## config.mk

```make
export PLATFORM = sky130hd
export DESIGN_NAME = addressable_led_serializer_flat
export DESIGN_NICKNAME = d
export VERILOG_FILES = /design/src/rtl/als_pkg.sv /design/src/rtl/als_if.sv /design/src/rtl/als_cfg.sv /design/src/rtl/als_store.sv /design/src/rtl/als_ctrl.sv /design/src/rtl/addressable_led_serializer.sv /design/src/flat_wrapper.sv
export SDC_FILE = /design/constraint.sdc
export NUM_CORES = 1
export LEC_CHECK = 0
export BUFFER_PORTS_ARGS = -buffer_cell sky130_fd_sc_hd__buf_4
export CELL_PAD_IN_SITES_DETAIL_PLACEMENT = 1
export CELL_PAD_IN_SITES_GLOBAL_PLACEMENT = 1
export CORE_UTILIZATION = 40
export CTS_CLUSTER_DIAMETER = 60
export CTS_CLUSTER_SIZE = 16
export DETAILED_ROUTE_END_ITERATION = 10
export GPL_ROUTABILITY_DRIVEN = 0
export PLACE_DENSITY = 0.67
export SETUP_SLACK_MARGIN = 0.02
export SYNTH_ARGS = -nofsm -noshare
export SYNTH_HDL_FRONTEND = slang
export SYNTH_HIERARCHICAL = 1
export SYNTH_SLANG_ARGS = --single-unit
```

## constraint.sdc

```tcl
create_clock -name clk_i -period 4.92 [get_ports clk_i]
set_clock_uncertainty 0.1 [all_clocks]
set_input_delay 0.984 -clock clk_i [delete_from_list [all_inputs] [get_ports clk_i]]
set_output_delay 0.984 -clock clk_i [all_outputs]
set_load 0.005 [all_outputs]
```

## src/rtl/als_pkg.sv

```systemverilog
`timescale 1ns / 1ps

package als_pkg;

  // Chain geometry
  localparam int LED_COUNT    = 16;
  localparam int LED_AW       = (LED_COUNT > 1) ? $clog2(LED_COUNT) : 1;
  localparam int BITS_PER_LED = 24;
  localparam int BIT_W        = 5;
  localparam int COLOR_W      = 24;
  localparam int BLINK_STEP   = 10;

  // Item field widths
  localparam int CMD_W   = 3;
  localparam int INDEX_W = 16;
  localparam int WORD_W  = 32;

  // Configuration port
  localparam int CFG_IW = 3;
  localparam int CFG_DW = 16;
  localparam int TICK_W = 8;
  localparam int LATCH_W = 16;

  typedef enum logic [CMD_W-1:0] {
    CMD_TICK    = 3'd0,
    CMD_SET_ONE = 3'd1,
    CMD_SET_ALL = 3'd2,
    CMD_BLINK   = 3'd3,
    CMD_REFRESH = 3'd4
  } cmd_e;

  typedef enum logic [CFG_IW-1:0] {
    REG_ONE_HIGH  = 3'd0,
    REG_ONE_LOW   = 3'd1,
    REG_ZERO_HIGH = 3'd2,
    REG_ZERO_LOW  = 3'd3,
    REG_LATCH     = 3'd4
  } cfg_idx_e;

  typedef enum logic [1:0] {
    PH_IDLE  = 2'd0,
    PH_HIGH  = 2'd1,
    PH_LOW   = 2'd2,
    PH_LATCH = 2'd3
  } phase_e;

  typedef enum logic [1:0] {
    WALK_NONE  = 2'd0,
    WALK_SET   = 2'd1,
    WALK_BLINK = 2'd2
  } walk_e;

  typedef enum logic {
    ST_ACCEPT = 1'b0,
    ST_EXEC   = 1'b1
  } seq_e;

  typedef struct packed {
    logic [TICK_W-1:0]  one_high;
    logic [TICK_W-1:0]  one_low;
    logic [TICK_W-1:0]  zero_high;
    logic [TICK_W-1:0]  zero_low;
    logic [LATCH_W-1:0] latch;
  } cfg_t;

  typedef struct packed {
    logic               we;
    logic [LED_AW-1:0]  waddr;
    logic [COLOR_W-1:0] wdata;
    logic               re;
    logic [LED_AW-1:0]  raddr;
  } mem_req_t;

endpackage

```

## src/rtl/als_if.sv

```systemverilog
`timescale 1ns / 1ps

// Command channel
interface als_cmd_if;
  logic                         valid;
  logic                         ready;
  logic [als_pkg::CMD_W-1:0]    cmd;
  logic [als_pkg::INDEX_W-1:0]  led_index;
  logic [als_pkg::WORD_W-1:0]   color;

  modport source (output valid, output cmd, output led_index, output color, input ready);
  modport sink   (input valid, input cmd, input led_index, input color, output ready);
endinterface

// Result channel
interface als_res_if;
  logic valid;
  logic ready;
  logic line_level;
  logic busy_res;
  logic rejected;

  modport source (output valid, output line_level, output busy_res, output rejected,
                  input ready);
  modport sink   (input valid, input line_level, input busy_res, input rejected,
                  output ready);
endinterface

```

## src/rtl/als_cfg.sv

```systemverilog
`timescale 1ns / 1ps

module als_cfg (
  input  logic                        clk_i,
  input  logic                        rst_ni,
  input  logic                        cfg_we_i,
  input  logic [als_pkg::CFG_IW-1:0]  cfg_index_i,
  input  logic [als_pkg::CFG_DW-1:0]  cfg_wdata_i,
  output als_pkg::cfg_t               cfg_o
);

  als_pkg::cfg_t cfg_q, cfg_d;

  // Register decode; unknown indexes are dropped
  always_comb begin
    cfg_d = cfg_q;
    if (cfg_we_i) begin
      case (cfg_index_i)
        als_pkg::REG_ONE_HIGH:  cfg_d.one_high  = cfg_wdata_i[als_pkg::TICK_W-1:0];
        als_pkg::REG_ONE_LOW:   cfg_d.one_low   = cfg_wdata_i[als_pkg::TICK_W-1:0];
        als_pkg::REG_ZERO_HIGH: cfg_d.zero_high = cfg_wdata_i[als_pkg::TICK_W-1:0];
        als_pkg::REG_ZERO_LOW:  cfg_d.zero_low  = cfg_wdata_i[als_pkg::TICK_W-1:0];
        als_pkg::REG_LATCH:     cfg_d.latch     = cfg_wdata_i[als_pkg::LATCH_W-1:0];
        default: ;
      endcase
    end
  end

  always_ff @(posedge clk_i or negedge rst_ni) begin
    if (!rst_ni) begin
      cfg_q.one_high  <= 8'd12;
      cfg_q.one_low   <= 8'd3;
      cfg_q.zero_high <= 8'd5;
      cfg_q.zero_low  <= 8'd10;
      cfg_q.latch     <= 16'd100;
    end else begin
      cfg_q <= cfg_d;
    end
  end

  assign cfg_o = cfg_q;

endmodule

```

## src/rtl/als_store.sv

```systemverilog
`timescale 1ns / 1ps

// Color store: one write and one read port, registered read data.
// Per-entry valid bits make unwritten entries read as zero after reset.
module als_store (
  input  logic                          clk_i,
  input  logic                          rst_ni,
  input  als_pkg::mem_req_t             req_i,
  output logic [als_pkg::COLOR_W-1:0]   rdata_o
);

  logic [als_pkg::COLOR_W-1:0]   mem_q [als_pkg::LED_COUNT];
  logic [als_pkg::LED_COUNT-1:0] valid_q;
  logic [als_pkg::COLOR_W-1:0]   rdata_q;
  logic                          rvalid_q;

  // Storage array
  always_ff @(posedge clk_i) begin
    if (req_i.we) begin
      mem_q[req_i.waddr] <= req_i.wdata;
    end
    if (req_i.re) begin
      rdata_q <= mem_q[req_i.raddr];
    end
  end

  // Written flags
  always_ff @(posedge clk_i or negedge rst_ni) begin
    if (!rst_ni) begin
      valid_q  <= '0;
      rvalid_q <= 1'b0;
    end else begin
      if (req_i.we) begin
        valid_q[req_i.waddr] <= 1'b1;
      end
      if (req_i.re) begin
        rvalid_q <= valid_q[req_i.raddr];
      end
    end
  end

  assign rdata_o = rvalid_q ? rdata_q : '0;

endmodule

```

## src/rtl/als_ctrl.sv

```systemverilog
`timescale 1ns / 1ps

// Accept/execute sequencer: the accept cycle decodes the command and reads the
// store, the execute cycle advances the walk or the line timing, writes
// back and loads the result register.
module als_ctrl (
  input  logic                        clk_i,
  input  logic                        rst_ni,
  als_cmd_if.sink                     cmd_if,
  als_res_if.source                   res_if,
  input  als_pkg::cfg_t               cfg_i,
  output als_pkg::mem_req_t           mem_req_o,
  input  logic [als_pkg::COLOR_W-1:0] mem_rdata_i
);

  localparam logic [als_pkg::LED_AW-1:0]  LastLed = als_pkg::LED_AW'(als_pkg::LED_COUNT - 1);
  localparam logic [als_pkg::BIT_W-1:0]   LastBit = als_pkg::BIT_W'(als_pkg::BITS_PER_LED - 1);
  localparam logic [als_pkg::INDEX_W-1:0] IdxLimit = als_pkg::INDEX_W'(als_pkg::LED_COUNT);
  localparam logic [als_pkg::COLOR_W-1:0] BlinkAdd = als_pkg::COLOR_W'(als_pkg::BLINK_STEP);

  als_pkg::seq_e  st_q, st_d;
  als_pkg::walk_e walk_q, walk_d;
  als_pkg::phase_e phase_q, phase_d;
  logic [als_pkg::LED_AW-1:0]   wptr_q, wptr_d;
  logic [als_pkg::COLOR_W-1:0]  wcolor_q, wcolor_d;
  logic [als_pkg::LED_AW-1:0]   led_q, led_d;
  logic [als_pkg::BIT_W-1:0]    bit_q, bit_d;
  logic [als_pkg::LATCH_W-1:0]  cnt_q, cnt_d;
  logic                         rej_q, rej_d;

  logic out_valid_q, out_valid_d;
  logic line_q, line_d;
  logic busy_q, busy_d;
  logic rejo_q, rejo_d;

  logic accept, step_en, in_ready;
  logic busy_now, cur_bit;
  logic [als_pkg::LATCH_W-1:0] len;
  logic [als_pkg::LATCH_W:0]   cnt_inc;

  // Sequencer next state
  always_comb begin
    st_d = st_q;
    case (st_q)
      als_pkg::ST_ACCEPT: if (accept) st_d = als_pkg::ST_EXEC;
      als_pkg::ST_EXEC:   st_d = als_pkg::ST_ACCEPT;
      default:            st_d = als_pkg::ST_ACCEPT;
    endcase
  end

  // Sequencer outputs
  always_comb begin
    in_ready = 1'b0;
    step_en  = 1'b0;
    case (st_q)
      als_pkg::ST_ACCEPT: in_ready = !out_valid_q || res_if.ready;
      als_pkg::ST_EXEC:   step_en  = 1'b1;
      default: ;
    endcase
  end

  assign accept       = cmd_if.valid && in_ready;
  assign cmd_if.ready = in_ready;
  assign busy_now     = (walk_q != als_pkg::WALK_NONE) || (phase_q != als_pkg::PH_IDLE);

  // Phase length from the bit read out of the store
  assign cur_bit = mem_rdata_i[bit_q];
  always_comb begin
    case (phase_q)
      als_pkg::PH_HIGH: len = {8'h00, cur_bit ? cfg_i.one_high : cfg_i.zero_high};
      als_pkg::PH_LOW:  len = {8'h00, cur_bit ? cfg_i.one_low : cfg_i.zero_low};
      default:          len = cfg_i.latch;
    endcase
  end
  assign cnt_inc = {1'b0, cnt_q} + 17'd1;

  // Command decode and per-item step
  always_comb begin
    walk_d    = walk_q;
    phase_d   = phase_q;
    wptr_d    = wptr_q;
    wcolor_d  = wcolor_q;
    led_d     = led_q;
    bit_d     = bit_q;
    cnt_d     = cnt_q;
    rej_d     = rej_q;
    line_d    = line_q;
    busy_d    = busy_q;
    rejo_d    = rejo_q;
    mem_req_o = '0;
    out_valid_d = (out_valid_q && !res_if.ready) ? 1'b1 : 1'b0;

    if (accept) begin
      rej_d = 1'b0;
      if (cmd_if.cmd != als_pkg::CMD_TICK && busy_now) begin
        rej_d = 1'b1;
      end else begin
        case (cmd_if.cmd)
          als_pkg::CMD_TICK: ;
          als_pkg::CMD_SET_ONE: begin
            if (cmd_if.color[als_pkg::WORD_W-1:als_pkg::COLOR_W] != '0 ||
                cmd_if.led_index >= IdxLimit) begin
              rej_d = 1'b1;
            end else begin
              mem_req_o.we    = 1'b1;
              mem_req_o.waddr = cmd_if.led_index[als_pkg::LED_AW-1:0];
              mem_req_o.wdata = cmd_if.color[als_pkg::COLOR_W-1:0];
            end
          end
          als_pkg::CMD_SET_ALL: begin
            if (cmd_if.color[als_pkg::WORD_W-1:als_pkg::COLOR_W] != '0) begin
              rej_d = 1'b1;
            end else begin
              walk_d   = als_pkg::WALK_SET;
              wptr_d   = '0;
              wcolor_d = cmd_if.color[als_pkg::COLOR_W-1:0];
            end
          end
          als_pkg::CMD_BLINK: begin
            walk_d = als_pkg::WALK_BLINK;
            wptr_d = '0;
          end
          als_pkg::CMD_REFRESH: begin
            phase_d = als_pkg::PH_HIGH;
            led_d   = '0;
            bit_d   = '0;
            cnt_d   = '0;
          end
          default: rej_d = 1'b1;
        endcase
      end
      // Fetch the entry the execute cycle works on
      mem_req_o.re    = 1'b1;
      mem_req_o.raddr = (walk_d == als_pkg::WALK_BLINK) ? wptr_d : led_d;
    end else if (step_en) begin
      busy_d = 1'b0;
      line_d = 1'b0;
      // Store walk, one entry per item
      if (walk_q != als_pkg::WALK_NONE) begin
        busy_d          = 1'b1;
        mem_req_o.we    = 1'b1;
        mem_req_o.waddr = wptr_q;
        mem_req_o.wdata = (walk_q == als_pkg::WALK_SET) ? wcolor_q : mem_rdata_i + BlinkAdd;
        if (wptr_q == LastLed) begin
          wptr_d = '0;
          walk_d = als_pkg::WALK_NONE;
        end else begin
          wptr_d = wptr_q + 1'b1;
        end
      end
      // Line timing
      if (phase_q != als_pkg::PH_IDLE) begin
        busy_d = 1'b1;
        line_d = (phase_q == als_pkg::PH_HIGH);
        cnt_d  = cnt_inc[als_pkg::LATCH_W-1:0];
        if (cnt_inc >= {1'b0, len}) begin
          cnt_d = '0;
          case (phase_q)
            als_pkg::PH_HIGH: phase_d = als_pkg::PH_LOW;
            als_pkg::PH_LOW: begin
              if (bit_q == LastBit) begin
                bit_d = '0;
                if (led_q == LastLed) begin
                  led_d   = '0;
                  phase_d = als_pkg::PH_LATCH;
                end else begin
                  led_d   = led_q + 1'b1;
                  phase_d = als_pkg::PH_HIGH;
                end
              end else begin
                bit_d   = bit_q + 1'b1;
                phase_d = als_pkg::PH_HIGH;
              end
            end
            default: phase_d = als_pkg::PH_IDLE;
          endcase
        end
      end
      rejo_d      = rej_q;
      out_valid_d = 1'b1;
    end
  end

  // Control state
  always_ff @(posedge clk_i or negedge rst_ni) begin
    if (!rst_ni) begin
      st_q        <= als_pkg::ST_ACCEPT;
      walk_q      <= als_pkg::WALK_NONE;
      phase_q     <= als_pkg::PH_IDLE;
      wptr_q      <= '0;
      led_q       <= '0;
      bit_q       <= '0;
      cnt_q       <= '0;
      out_valid_q <= 1'b0;
    end else begin
      st_q        <= st_d;
      walk_q      <= walk_d;
      phase_q     <= phase_d;
      wptr_q      <= wptr_d;
      led_q       <= led_d;
      bit_q       <= bit_d;
      cnt_q       <= cnt_d;
      out_valid_q <= out_valid_d;
    end
  end

  // Payload registers
  always_ff @(posedge clk_i) begin
    wcolor_q <= wcolor_d;
    rej_q    <= rej_d;
    line_q   <= line_d;
    busy_q   <= busy_d;
    rejo_q   <= rejo_d;
  end

  assign res_if.valid      = out_valid_q;
  assign res_if.line_level = line_q;
  assign res_if.busy_res   = busy_q;
  assign res_if.rejected   = rejo_q;

endmodule

```

## src/rtl/addressable_led_serializer.sv

```systemverilog
`timescale 1ns / 1ps

// Addressable LED chain serializer.
// Command channel (cmd_if): each item is one line tick carrying a command:
//   tick, set one LED, set all LEDs, blink (add 10 to every color), refresh.
// Result channel (res_if): exactly one item per command item, in order,
//   giving the line level for that tick, the busy flag and a reject flag.
// Config port: cfg_we_i/cfg_index_i/cfg_wdata_i write the bit and latch
//   timing registers; write only while no item is in flight.
// Item flow: an item is not taken before the last one is through. The store
//   is a single-port-read synchronous RAM; each item needs a read step and a
//   modify/write-back step, and the next read waits for that write.
// Result timing: an accepted item passes the execute state and then the
//   output register, where its result goes valid.
// Stalls: a finished result sits in an output register; the next item is
//   taken while the receiver takes it, and held off while it is not taken.
// Reset: timing registers return to defaults and all colors read as zero
//   (per-entry written flags, so no clearing pass is needed).
module addressable_led_serializer (
  input  logic                       clk_i,
  input  logic                       rst_ni,
  als_cmd_if.sink                    cmd_if,
  als_res_if.source                  res_if,
  input  logic                       cfg_we_i,
  input  logic [als_pkg::CFG_IW-1:0] cfg_index_i,
  input  logic [als_pkg::CFG_DW-1:0] cfg_wdata_i
);

  als_pkg::cfg_t               cfg;
  als_pkg::mem_req_t           mem_req;
  logic [als_pkg::COLOR_W-1:0] mem_rdata;

  als_cfg u_cfg (
    .clk_i       (clk_i),
    .rst_ni      (rst_ni),
    .cfg_we_i    (cfg_we_i),
    .cfg_index_i (cfg_index_i),
    .cfg_wdata_i (cfg_wdata_i),
    .cfg_o       (cfg)
  );

  als_store u_store (
    .clk_i   (clk_i),
    .rst_ni  (rst_ni),
    .req_i   (mem_req),
    .rdata_o (mem_rdata)
  );

  als_ctrl u_ctrl (
    .clk_i       (clk_i),
    .rst_ni      (rst_ni),
    .cmd_if      (cmd_if),
    .res_if      (res_if),
    .cfg_i       (cfg),
    .mem_req_o   (mem_req),
    .mem_rdata_i (mem_rdata)
  );

endmodule

```

## src/flat_wrapper.sv

```systemverilog
// flat-port wrapper written by rule: the top's interface ports become plain ports
module addressable_led_serializer_flat 
  (clk_i, rst_ni, cfg_we_i, cfg_index_i, cfg_wdata_i, cmd_if_valid, cmd_if_cmd, cmd_if_led_index, cmd_if_color, cmd_if_ready, res_if_valid, res_if_line_level, res_if_busy_res, res_if_rejected, res_if_ready);
  als_cmd_if cmd_if_i ();
  als_res_if res_if_i ();
  input  logic clk_i;
  input  logic rst_ni;
  input  logic cfg_we_i;
  input  logic [als_pkg::CFG_IW-1:0] cfg_index_i;
  input  logic [als_pkg::CFG_DW-1:0] cfg_wdata_i;
  input wire logic [$bits(cmd_if_i.valid)-1:0] cmd_if_valid;
  input wire logic [$bits(cmd_if_i.cmd)-1:0] cmd_if_cmd;
  input wire logic [$bits(cmd_if_i.led_index)-1:0] cmd_if_led_index;
  input wire logic [$bits(cmd_if_i.color)-1:0] cmd_if_color;
  output wire logic [$bits(cmd_if_i.ready)-1:0] cmd_if_ready;
  output wire logic [$bits(res_if_i.valid)-1:0] res_if_valid;
  output wire logic [$bits(res_if_i.line_level)-1:0] res_if_line_level;
  output wire logic [$bits(res_if_i.busy_res)-1:0] res_if_busy_res;
  output wire logic [$bits(res_if_i.rejected)-1:0] res_if_rejected;
  input wire logic [$bits(res_if_i.ready)-1:0] res_if_ready;
  assign cmd_if_i.valid = cmd_if_valid;
  assign cmd_if_i.cmd = cmd_if_cmd;
  assign cmd_if_i.led_index = cmd_if_led_index;
  assign cmd_if_i.color = cmd_if_color;
  assign cmd_if_ready = cmd_if_i.ready;
  assign res_if_valid = res_if_i.valid;
  assign res_if_line_level = res_if_i.line_level;
  assign res_if_busy_res = res_if_i.busy_res;
  assign res_if_rejected = res_if_i.rejected;
  assign res_if_i.ready = res_if_ready;
  addressable_led_serializer u_core (.clk_i(clk_i), .rst_ni(rst_ni), .cmd_if(cmd_if_i), .res_if(res_if_i), .cfg_we_i(cfg_we_i), .cfg_index_i(cfg_index_i), .cfg_wdata_i(cfg_wdata_i));
endmodule
```

==> out/results.ini, run 1 <==
[critical_path]
crit_required_ns=5.30
path_cells=buf_4 -> and2_1 -> mux4_1 -> inv_1 -> o22ai_1 -> nor3_4 -> buf_12 -> buf_8 -> mux2i_1 -> o22ai_1 -> a21oi_1 -> ha_1 -> nand4_1 -> nor4_4 -> a211oi_1 -> and2_1 -> a31oi_1 -> buf_4 -> o221ai_2 -> a22o_1
rr_startpoint=u_core/u_store/rvalid_q$_DFFE_PN0P_
cp-start-kind=register
crit_start=u_core/u_store/rvalid_q$_DFFE_PN0P_
crit_buf_inv=5
path_class=reg2reg
reg2reg_to=u_core/u_ctrl/bit_q[0]$_DFFE_PN0P_
path_max_fanout=14
slowest_stage=dfrtp_4
slowest_delay_ns=0.55
rr_worst_depth=20
critical_path_arrival_ns=5.12
critPathCaptureType=register
r2r_setup_slack_ns=0.19
critPathTopFamily=compound AO/OA/AOI/OAI gates

[placed_design]
place_ws_ns=-0.0790
io_buffers=79
dpl.hpwl_microns=37000

[logic_synthesis]
synth_nets=1398
synth_xor_area_frac=0.0134
synth_area_leader_cell=edfxtp_1
yosysWarningCount=6
ys_types=58
syn-cell-area_sq_mm=0.0228
synth_most_common_cell=edfxtp_1
synthAdderAreaFrac=0.0132
synth_compound_area_frac=0.0428
synth_edf_count=436
synth_mux_area_frac=0.168
synthFlopType=edfxtp_1
netlist.area_leader.share=0.574
ys_ff_latch=536
synth_top_family_by_area=multiplexers
syn_avg_cell_area_sq_um=17.6
async_flop_share=0.187
synth_cells=1299
seq_area_frac_synth=0.684
synthTopCellsByArea=edfxtp_1 57%, dfrtp_1 9.8%, mux4_2 9.4%
synth_common_cells=436 x edfxtp_1, 95 x mux4_2, 89 x dfrtp_1
yosys.area_share.simple=0.0593

[cells_and_area]
fin_util=0.467
drive_above_1_share=0.298
final_nets=1547
nFillCells=5468
antenna_cells=0
area_delta_synth_final_pct=15.4

[clocking]
cts.path.max_buffers=3
ctsHoldBuffers=0
clock-sinks=536
root_buffer=clkbuf_16
clk_latency_ns=0.60
cts_inserted_buffers=45
clkTransAtPathRegs_ns=0.07
cts_tree=done
htreeDepth=2

[timing]
fin_ws_ns=0.185
period_needed_ns=4.73
tightest_slew_ns=1.03
setup_viol=0
relSlewSlack=0.309
slew_violations=0
hold_viol=0
final.period_utilization=0.962
whs_ns=0.322
fin_setup_tns_ns=0
fmax_ghz=0.211

[outcome]
status=complete, no violations

[route]
ant_nets=0
drt_first_pass_iters=5
wl_microns=57200
wl_per_cell_microns=25.7
drc_errors=0
viasPerCell=5.63
drtIter0Drc=926
vias=12500

[floorplan]
core.rowCount=87
die_h_microns=241
initial_utilization=0.405
die-area_sq_mm=0.0580
ios=80
die_w_microns=241
core_area_sq_mm=0.0564

[grt]
grt_usage=0.201
grt_max_degree=62
overflow=0
grt_pass1_wl_microns=85300
grt_pass1_vias=13200
antenna_found_initial=0

[power]
p_per_area_mw_per_mm2=449
vdd_drop_max_mv=0.286
p_leak_uw=0.00910

[worst_hold_path]
holdPathEnd=u_core/u_ctrl/res_if.rejected$_DFFE_PP_
hp-start=u_core/u_ctrl/rej_q$_SDFFCE_PP1P_
worstHoldPathType=reg2reg
whs_path_depth=0

[run]
drv_cap=0

what timing repair did:
item                                    in CTS  in global routing
pin swaps                                    0                  3
gates cloned                                 0                  1
resized for setup                            1                 14
endpoints found under the setup margin      10                 26
setup buffers                                0                  8
layer usage:
layer | part of all wire | vias to the layer above | track usage
li1 | - | 5459 | -
met1 | 0.44 | 6741 | 0.275
met2 | 0.49 | 273 | 0.334
met3 | 0.052 | 67 | 0.0381
met4 | 0.019 | 0 | 0.0455
met5 | 0 | - | 0
flip-flops by register name, summed over array words and instances, names as in the netlist:
register                         cells
u_core/u_store/mem_q               384
u_core/u_cfg/cfg_o                  48
u_core/u_ctrl/wcolor_q              24
u_core/u_store/rdata_q              24
u_core/u_ctrl/cnt_q                 16
u_core/u_store/valid_q              16
u_core/u_ctrl/bit_q                  5
u_core/u_ctrl/led_q                  4
u_core/u_ctrl/wptr_q                 4
u_core/u_ctrl/phase_q                2
u_core/u_ctrl/walk_q                 2
u_core/u_ctrl/rej_q                  1
u_core/u_ctrl/res_if.busy_res        1
u_core/u_ctrl/res_if.line_level      1
u_core/u_ctrl/res_if.rejected        1
u_core/u_ctrl/res_if.valid           1
u_core/u_ctrl/st_q                   1
u_core/u_store/rvalid_q              1
logic make-up after synthesis:
| logic type | count (synthesis) |
|---|---|
| buf+inv | 81 |
| simple gates | 266 |
| compound gates | 157 |
| xor+xnor | 35 |
| mux | 200 |
| fa+ha+maj | 24 |
| flops | 536 |
where the power goes:
| group | total, uW | internal, uW | switching, uW |
|---|---|---|---|
| Clock | 3440 | 1740 | 1700 |
| Combinational | 2760 | 1210 | 1550 |
| Sequential | 5610 | 5410 | 198 |
| Total | 11800 | 8370 | 3450 |
placed cells by master, fill, tap and decap left out, types with 30 or more instances in the layout:
| master | netlist | routed |
|---|---|---|
| a21oi_1 | 30 | 30 |
| buf_4 | 3 | 157 |
| clkbuf_16 | 0 | 46 |
| dfrtp_1 | 89 | 88 |
| edfxtp_1 | 436 | 436 |
| mux2_2 | 50 | 50 |
| mux4_1 | 35 | 35 |
| mux4_2 | 95 | 95 |
| nand2_1 | 84 | 83 |
| nor2_1 | 48 | 31 |
| o21ai_0 | 53 | 50 |
final cells by class:
class | instances | area, sq um | area share
clock buffers | 54 | 1170 | 0.0444
clock inverters | 18 | 199 | 0.00756
inverters | 18 | 67.6 | 0.00257
multi-input cells | 682 | 7000 | 0.266
flip-flops and latches | 536 | 15600 | 0.593
well taps | 756 | 946 | 0.0359
repair buffers | 165 | 1340 | 0.0508
worst max-delay path by stage:
stage / endpoint / slack [ns] / cells after the start
CTS: u_core/u_ctrl/phase_q[1]$_DFFE_PN0P_ / 0.06 / 17
global route: u_core/u_ctrl/bit_q[0]$_DFFE_PN0P_ / -0.11 / 20
floorplan: u_core/u_store/mem_q[0][0]$_DFFE_PP_ / 0.07 / 6
global placement: u_core/u_ctrl/led_q[1]$_DFFE_PN0P_ / 0.09 / 18
detailed placement: u_core/u_ctrl/phase_q[1]$_DFFE_PN0P_ / -0.08 / 17
finish: u_core/u_ctrl/bit_q[0]$_DFFE_PN0P_ / 0.19 / 20
metrics by stage:
| stage | cells | area, sq um | power, uW |
|---|---|---|---|
| global placement | 2148 | 24800 | 8240 |
| finish | 2229 | 26300 | 11800 |
| global route | 2229 | 26300 | 12300 |
| floorplan | 1299 | 22800 | 7420 |
| detailed placement | 2148 | 24800 | 8340 |
| CTS | 2220 | 26200 | 11800 |
Note: power is estimated with default switching activity, not from simulation.
==> run 2, diff against run 1 <==
Settings changed: PLACE_DENSITY 0.67 to unset, PLACE_DENSITY_LB_ADDON set to 0.08.
==> out/results.ini, run 2 (synthesis results as in run 1) <==
[route]
wl_per_cell_microns=26.0
drt_first_pass_iters=5
drtIter0Drc=750
wl_microns=57400
vias=12300
drc_errors=0
ant_nets=0
viasPerCell=5.55

[critical_path]
critical_path_arrival_ns=4.96
crit_start=u_core/u_store/rvalid_q$_DFFE_PN0P_
path_class=reg2reg
path_max_fanout=25
critPathCaptureType=register
crit_required_ns=5.30
rr_worst_depth=17
reg2reg_to=u_core/u_ctrl/phase_q[1]$_DFFE_PN0P_
rr_startpoint=u_core/u_store/rvalid_q$_DFFE_PN0P_
r2r_setup_slack_ns=0.34
cp-start-kind=register

[timing]
fmax_ghz=0.218
period_needed_ns=4.58
tightest_slew_ns=1.29
slew_violations=0
fin_setup_tns_ns=0
fin_ws_ns=0.336
hold_viol=0
final.period_utilization=0.932
relSlewSlack=0.133
rsz0062_at_grt=no
setup_viol=0

[grt]
grt-busiest-layer=met2
grt_usage=0.206
use_met2=0.360
grt_pass1_wl_microns=86500
antenna_found_initial=0
use_met1=0.274
grt_pass1_vias=13100
overflow=0
met3_usage=0.0254
grt_max_degree=52

[clocking]
cts_tree=done
cts.path.max_buffers=3
clkTransAtPathRegs_ns=0.07
root_buffer=clkbuf_16
ctsHoldBuffers=0
clock-sinks=536
htreeDepth=2
cts_inserted_buffers=47
clk_latency_ns=0.60

[placed_design]
dp_cells=2139
dpl.hpwl_microns=37000
io_buffers=79
place_ws_ns=0.142

[worst_hold_path]
worstHoldPathType=in2async

[floorplan]
core.rowCount=87
die-area_sq_mm=0.0580
core_area_sq_mm=0.0564
ios=80
initial_utilization=0.405
die_w_microns=241
die_h_microns=241

[cells_and_area]
drive_above_1_share=0.291
antenna_cells=0
final_nets=1531
fin_util=0.467
largest_register_ffs=384
registers.top_by_ff_count=u_core/u_store/mem_q
final_cell_mix=436 x edfxtp_1, 136 x buf_4, 95 x mux4_2, 88 x dfrtp_1, 83 x nand2_1
layout_commonest_cell=edfxtp_1
area_delta_synth_final_pct=15.5
stdcell_count=2213

[power]
seqPwrFrac=0.469
p_per_area_mw_per_mm2=455
power.internal_uw=8590
p_leak_uw=0.00910
switching_share=0.284
clkPwrFrac=0.315
vdd_drop_max_mv=0.300
pwr-share-comb=0.216
power.switching_uw=3400

[run]
drv_cap=0

[outcome]
status=complete, no violations

run 2: changes by cell type in the layout (fill, tap and decap cells not counted), moves of 3 or more:
cell       delta
buf_12        +5
buf_4        -21
bufinv_16     +4
clkbuf_1      -6
clkbuf_16     +3
clkinv_8      +3
run 2: cell type report:
| type | count | area (sq um) |
|---|---|---|
| tap | 756 | 946 |
| timing repair buffer | 147 | 1240 |
| sequential | 536 | 15600 |
| clock inverter | 23 | 304 |
| inverter | 18 | 67.6 |
| clock buffer | 51 | 1230 |
| multi-input combinational | 682 | 6950 |
| fill | 5361 | 30000 |
run 2: power by group through the flow:
stage	combinational, uW	clock (uW)	sequential [uW]
finish	2590	3780	5620
global placement	2590	0	5720
CTS	2650	3900	5630
global route	2840	4050	5660
detailed placement	2640	0	5730
floorplan	1810	0	5610
run 2: per-layer routing:
metal	part of all wire	wire length, microns
met1	0.43	24800
met2	0.52	29800
met3	0.033	1910
met4	0.015	889
met5	0	0
run 2: through the flow:
step,cell area (sq um),hold WS (ns),total power (uW)
4_1_cts,26300,0.271,12200
6_report,26300,0.275,12000
3_5_place_dp,24800,0.316,8370
2_1_floorplan,22800,0.300,7420
3_3_place_gp,24800,0.302,8310
5_1_grt,26300,0.306,12600
run 2: worst max-delay path by stage:
stage | endpoint | slack (ns) | depth (start not counted)
global route | u_core/u_ctrl/phase_q[1]$_DFFE_PN0P_ | 0.06 | 17
detailed placement | u_core/u_ctrl/led_q[1]$_DFFE_PN0P_ | 0.14 | 17
floorplan | u_core/u_store/mem_q[0][0]$_DFFE_PP_ | 0.07 | 6
finish | u_core/u_ctrl/phase_q[1]$_DFFE_PN0P_ | 0.34 | 17
CTS | u_core/u_ctrl/led_q[1]$_DFFE_PN0P_ | 0.11 | 17
global placement | u_core/u_ctrl/led_q[1]$_DFFE_PN0P_ | 0.31 | 17
run 2: what timing repair did:
action	CTS	global route
setup endpoints to repair	0	19
gates resized for setup	0	2
buffers inserted	0	0
run 2: worst max-delay path: stages, from the launching register on:
cell and delay, ns:
dfrtp_2 0.54, and2_1 0.25, mux4_2 0.48, o21ai_1 0.18, o22ai_1 0.15, nor3_4 0.21
buf_12 0.19, mux2i_1 0.22, o22ai_1 0.09, a21oi_1 0.17, ha_1 0.17, nand4_1 0.10
nor4_1 0.27, a211oi_1 0.14, and2_1 0.20, a31o_2 0.31, a21oi_2 0.28, mux2_2 0.37
==> run 3, diff against run 2 <==
Settings changed: CELL_PAD_IN_SITES_DETAIL_PLACEMENT 1 to 0, CELL_PAD_IN_SITES_GLOBAL_PLACEMENT 1 to 2.
==> out/results.ini, run 3 (synthesis results as in run 1) <==
[cells_and_area]
largest_register_ffs=384
area_delta_synth_final_pct=15.7
finalInstanceArea_sq_mm=0.0264
final_nets=1543
registers.top_by_ff_count=u_core/u_store/mem_q
drive_above_1_share=0.296
layout_commonest_cell=edfxtp_1
antenna_cells=0
final_cell_mix=436 x edfxtp_1, 143 x buf_4, 95 x mux4_2, 88 x dfrtp_1, 83 x nand2_1

[critical_path]
crit_start=u_core/u_store/rvalid_q$_DFFE_PN0P_
path_cells=and2_1 -> mux4_2 -> o21ai_1 -> o22ai_1 -> nor3_4 -> buf_12 -> mux2i_1 -> o22ai_1 -> a21oi_1 -> ha_1 -> nand4_1 -> nor4_2 -> a211oi_1 -> and2_1 -> a31o_2 -> a21oi_2 -> mux2_2
cp.depth=17
critPathTopFamily=compound AO/OA/AOI/OAI gates
slowest_stage=dfrtp_2
rr_startpoint=u_core/u_store/rvalid_q$_DFFE_PN0P_
r2r_setup_slack_ns=0.42
slowest_delay_ns=0.55
cp-start-kind=register
critical_path_arrival_ns=4.87
critPathCaptureType=register
worstSetupEndpoint=u_core/u_ctrl/phase_q[1]$_DFFE_PN0P_
path_class=reg2reg
rr_worst_depth=17
reg2reg_to=u_core/u_ctrl/phase_q[1]$_DFFE_PN0P_
crit_buf_inv=1
path_max_fanout=25
crit_required_ns=5.29

[worst_hold_path]
worstHoldPathType=in2async

[floorplan]
core_area_sq_mm=0.0564
ios=80
die_h_microns=241
initial_utilization=0.405
die-area_sq_mm=0.0580
core.rowCount=87
die_w_microns=241

[grt]
grt_pass1_wl_microns=85200
antenna_found_initial=0
grt_max_degree=49
overflow=0
grt_pass1_vias=12500
grt_usage=0.206

[route]
wl_microns=58100
ant_nets=0
wl_per_cell_microns=26.1
drc_errors=0
drtIter0Drc=929
drt_first_pass_iters=5
vias=12100
viasPerCell=5.45

[clocking]
cts_resized=0
cts_inserted_buffers=48
cts_setup_buffers=0
clock-sinks=536
cts_tree=done
htreeDepth=2
clkTransAtPathRegs_ns=0.07
root_buffer=clkbuf_16
ctsHoldBuffers=0
clk_latency_ns=0.61
cts.path.max_buffers=3

[outcome]
status=complete, no violations

[timing]
tightest_slew_ns=0.993
fin_setup_tns_ns=0
rsz0062_at_grt=no
final.period_utilization=0.916
setup_viol=0
slew_violations=0
period_needed_ns=4.50
fmax_ghz=0.222
hold_viol=0
relSlewSlack=0.334

[power]
power.internal_uw=8380
clkPwrFrac=0.302
vdd_drop_max_mv=0.263
p_per_area_mw_per_mm2=447
pwr-share-comb=0.221
switching_share=0.289
power.switching_uw=3400
seqPwrFrac=0.476
p_leak_uw=0.00912

[placed_design]
dpl-instance-area_sq_mm=0.0249
io_buffers=79
dpl.hpwl_microns=36700

[run]
drv_cap=0

-- run 3: changes by cell type in the layout (fill, tap and decap cells not counted), sizes merged --
cell,delta
bufinv,-4
clkbuf,+2
clkinv,-1
clkinvlp,+3
buf,+11
inv,+5
-- run 3: per-stage QoR --
stage	cells	utilization	setup slack, ns	total power (uW)	hold WS [ns]
after floorplan	1299	-	0.0692	7420	0.300
after global placement	2150	0.442	0.311	8340	0.303
after detailed placement	2150	0.442	0.175	8370	0.314
after CTS	2229	0.468	0.140	12000	0.111
after global routing	2229	0.468	0.0853	12300	0.142
final	2229	0.468	0.415	11800	0.149
-- run 3: layout make-up --
type,instances,area [sq um]
fill,4930,30000
sequential,536,15600
multi-input combinational,682,6950
timing repair buffer,158,1370
clock buffer,53,1220
tap,756,946
clock inverter,26,214
inverter,18,67.6
-- run 3: power groups by stage --
stage / combinational, uW / clock (uW) / sequential (uW)
6_report: 2610 / 3560 / 5610
5_1_grt: 2860 / 3830 / 5650
4_1_cts: 2660 / 3680 / 5620
3_5_place_dp: 2660 / 0 / 5710
3_3_place_gp: 2630 / 0 / 5710
2_1_floorplan: 1810 / 0 / 5610
-- run 3: how the worst min path moves through the flow --
| stage | endpoint | slack (ns) | start | cells past startpoint |
|---|---|---|---|---|
| after floorplan | u_core/u_ctrl/res_if.rejected$_DFFE_PP_ | 0.30 | u_core/u_ctrl/rej_q$_SDFFCE_PP1P_ | 0 |
| after global placement | u_core/u_ctrl/res_if.rejected$_DFFE_PP_ | 0.30 | u_core/u_ctrl/rej_q$_SDFFCE_PP1P_ | 0 |
| after detailed placement | u_core/u_ctrl/res_if.rejected$_DFFE_PP_ | 0.31 | u_core/u_ctrl/rej_q$_SDFFCE_PP1P_ | 0 |
| after CTS | u_core/u_ctrl/cnt_q[7]$_DFFE_PN0P_ | 0.11 | rst_ni | 1 |
| after global routing | u_core/u_ctrl/cnt_q[7]$_DFFE_PN0P_ | 0.14 | rst_ni | 1 |
| final | u_core/u_ctrl/cnt_q[7]$_DFFE_PN0P_ | 0.15 | rst_ni | 1 |
-- run 3: metal layers --
metal	up-vias	part of all wire	GRT usage
met5	-	0	0
met4	0	0.019	0.0535
met3	64	0.039	0.0279
met2	246	0.51	0.355
met1	6353	0.43	0.276
li1	5477	-	-
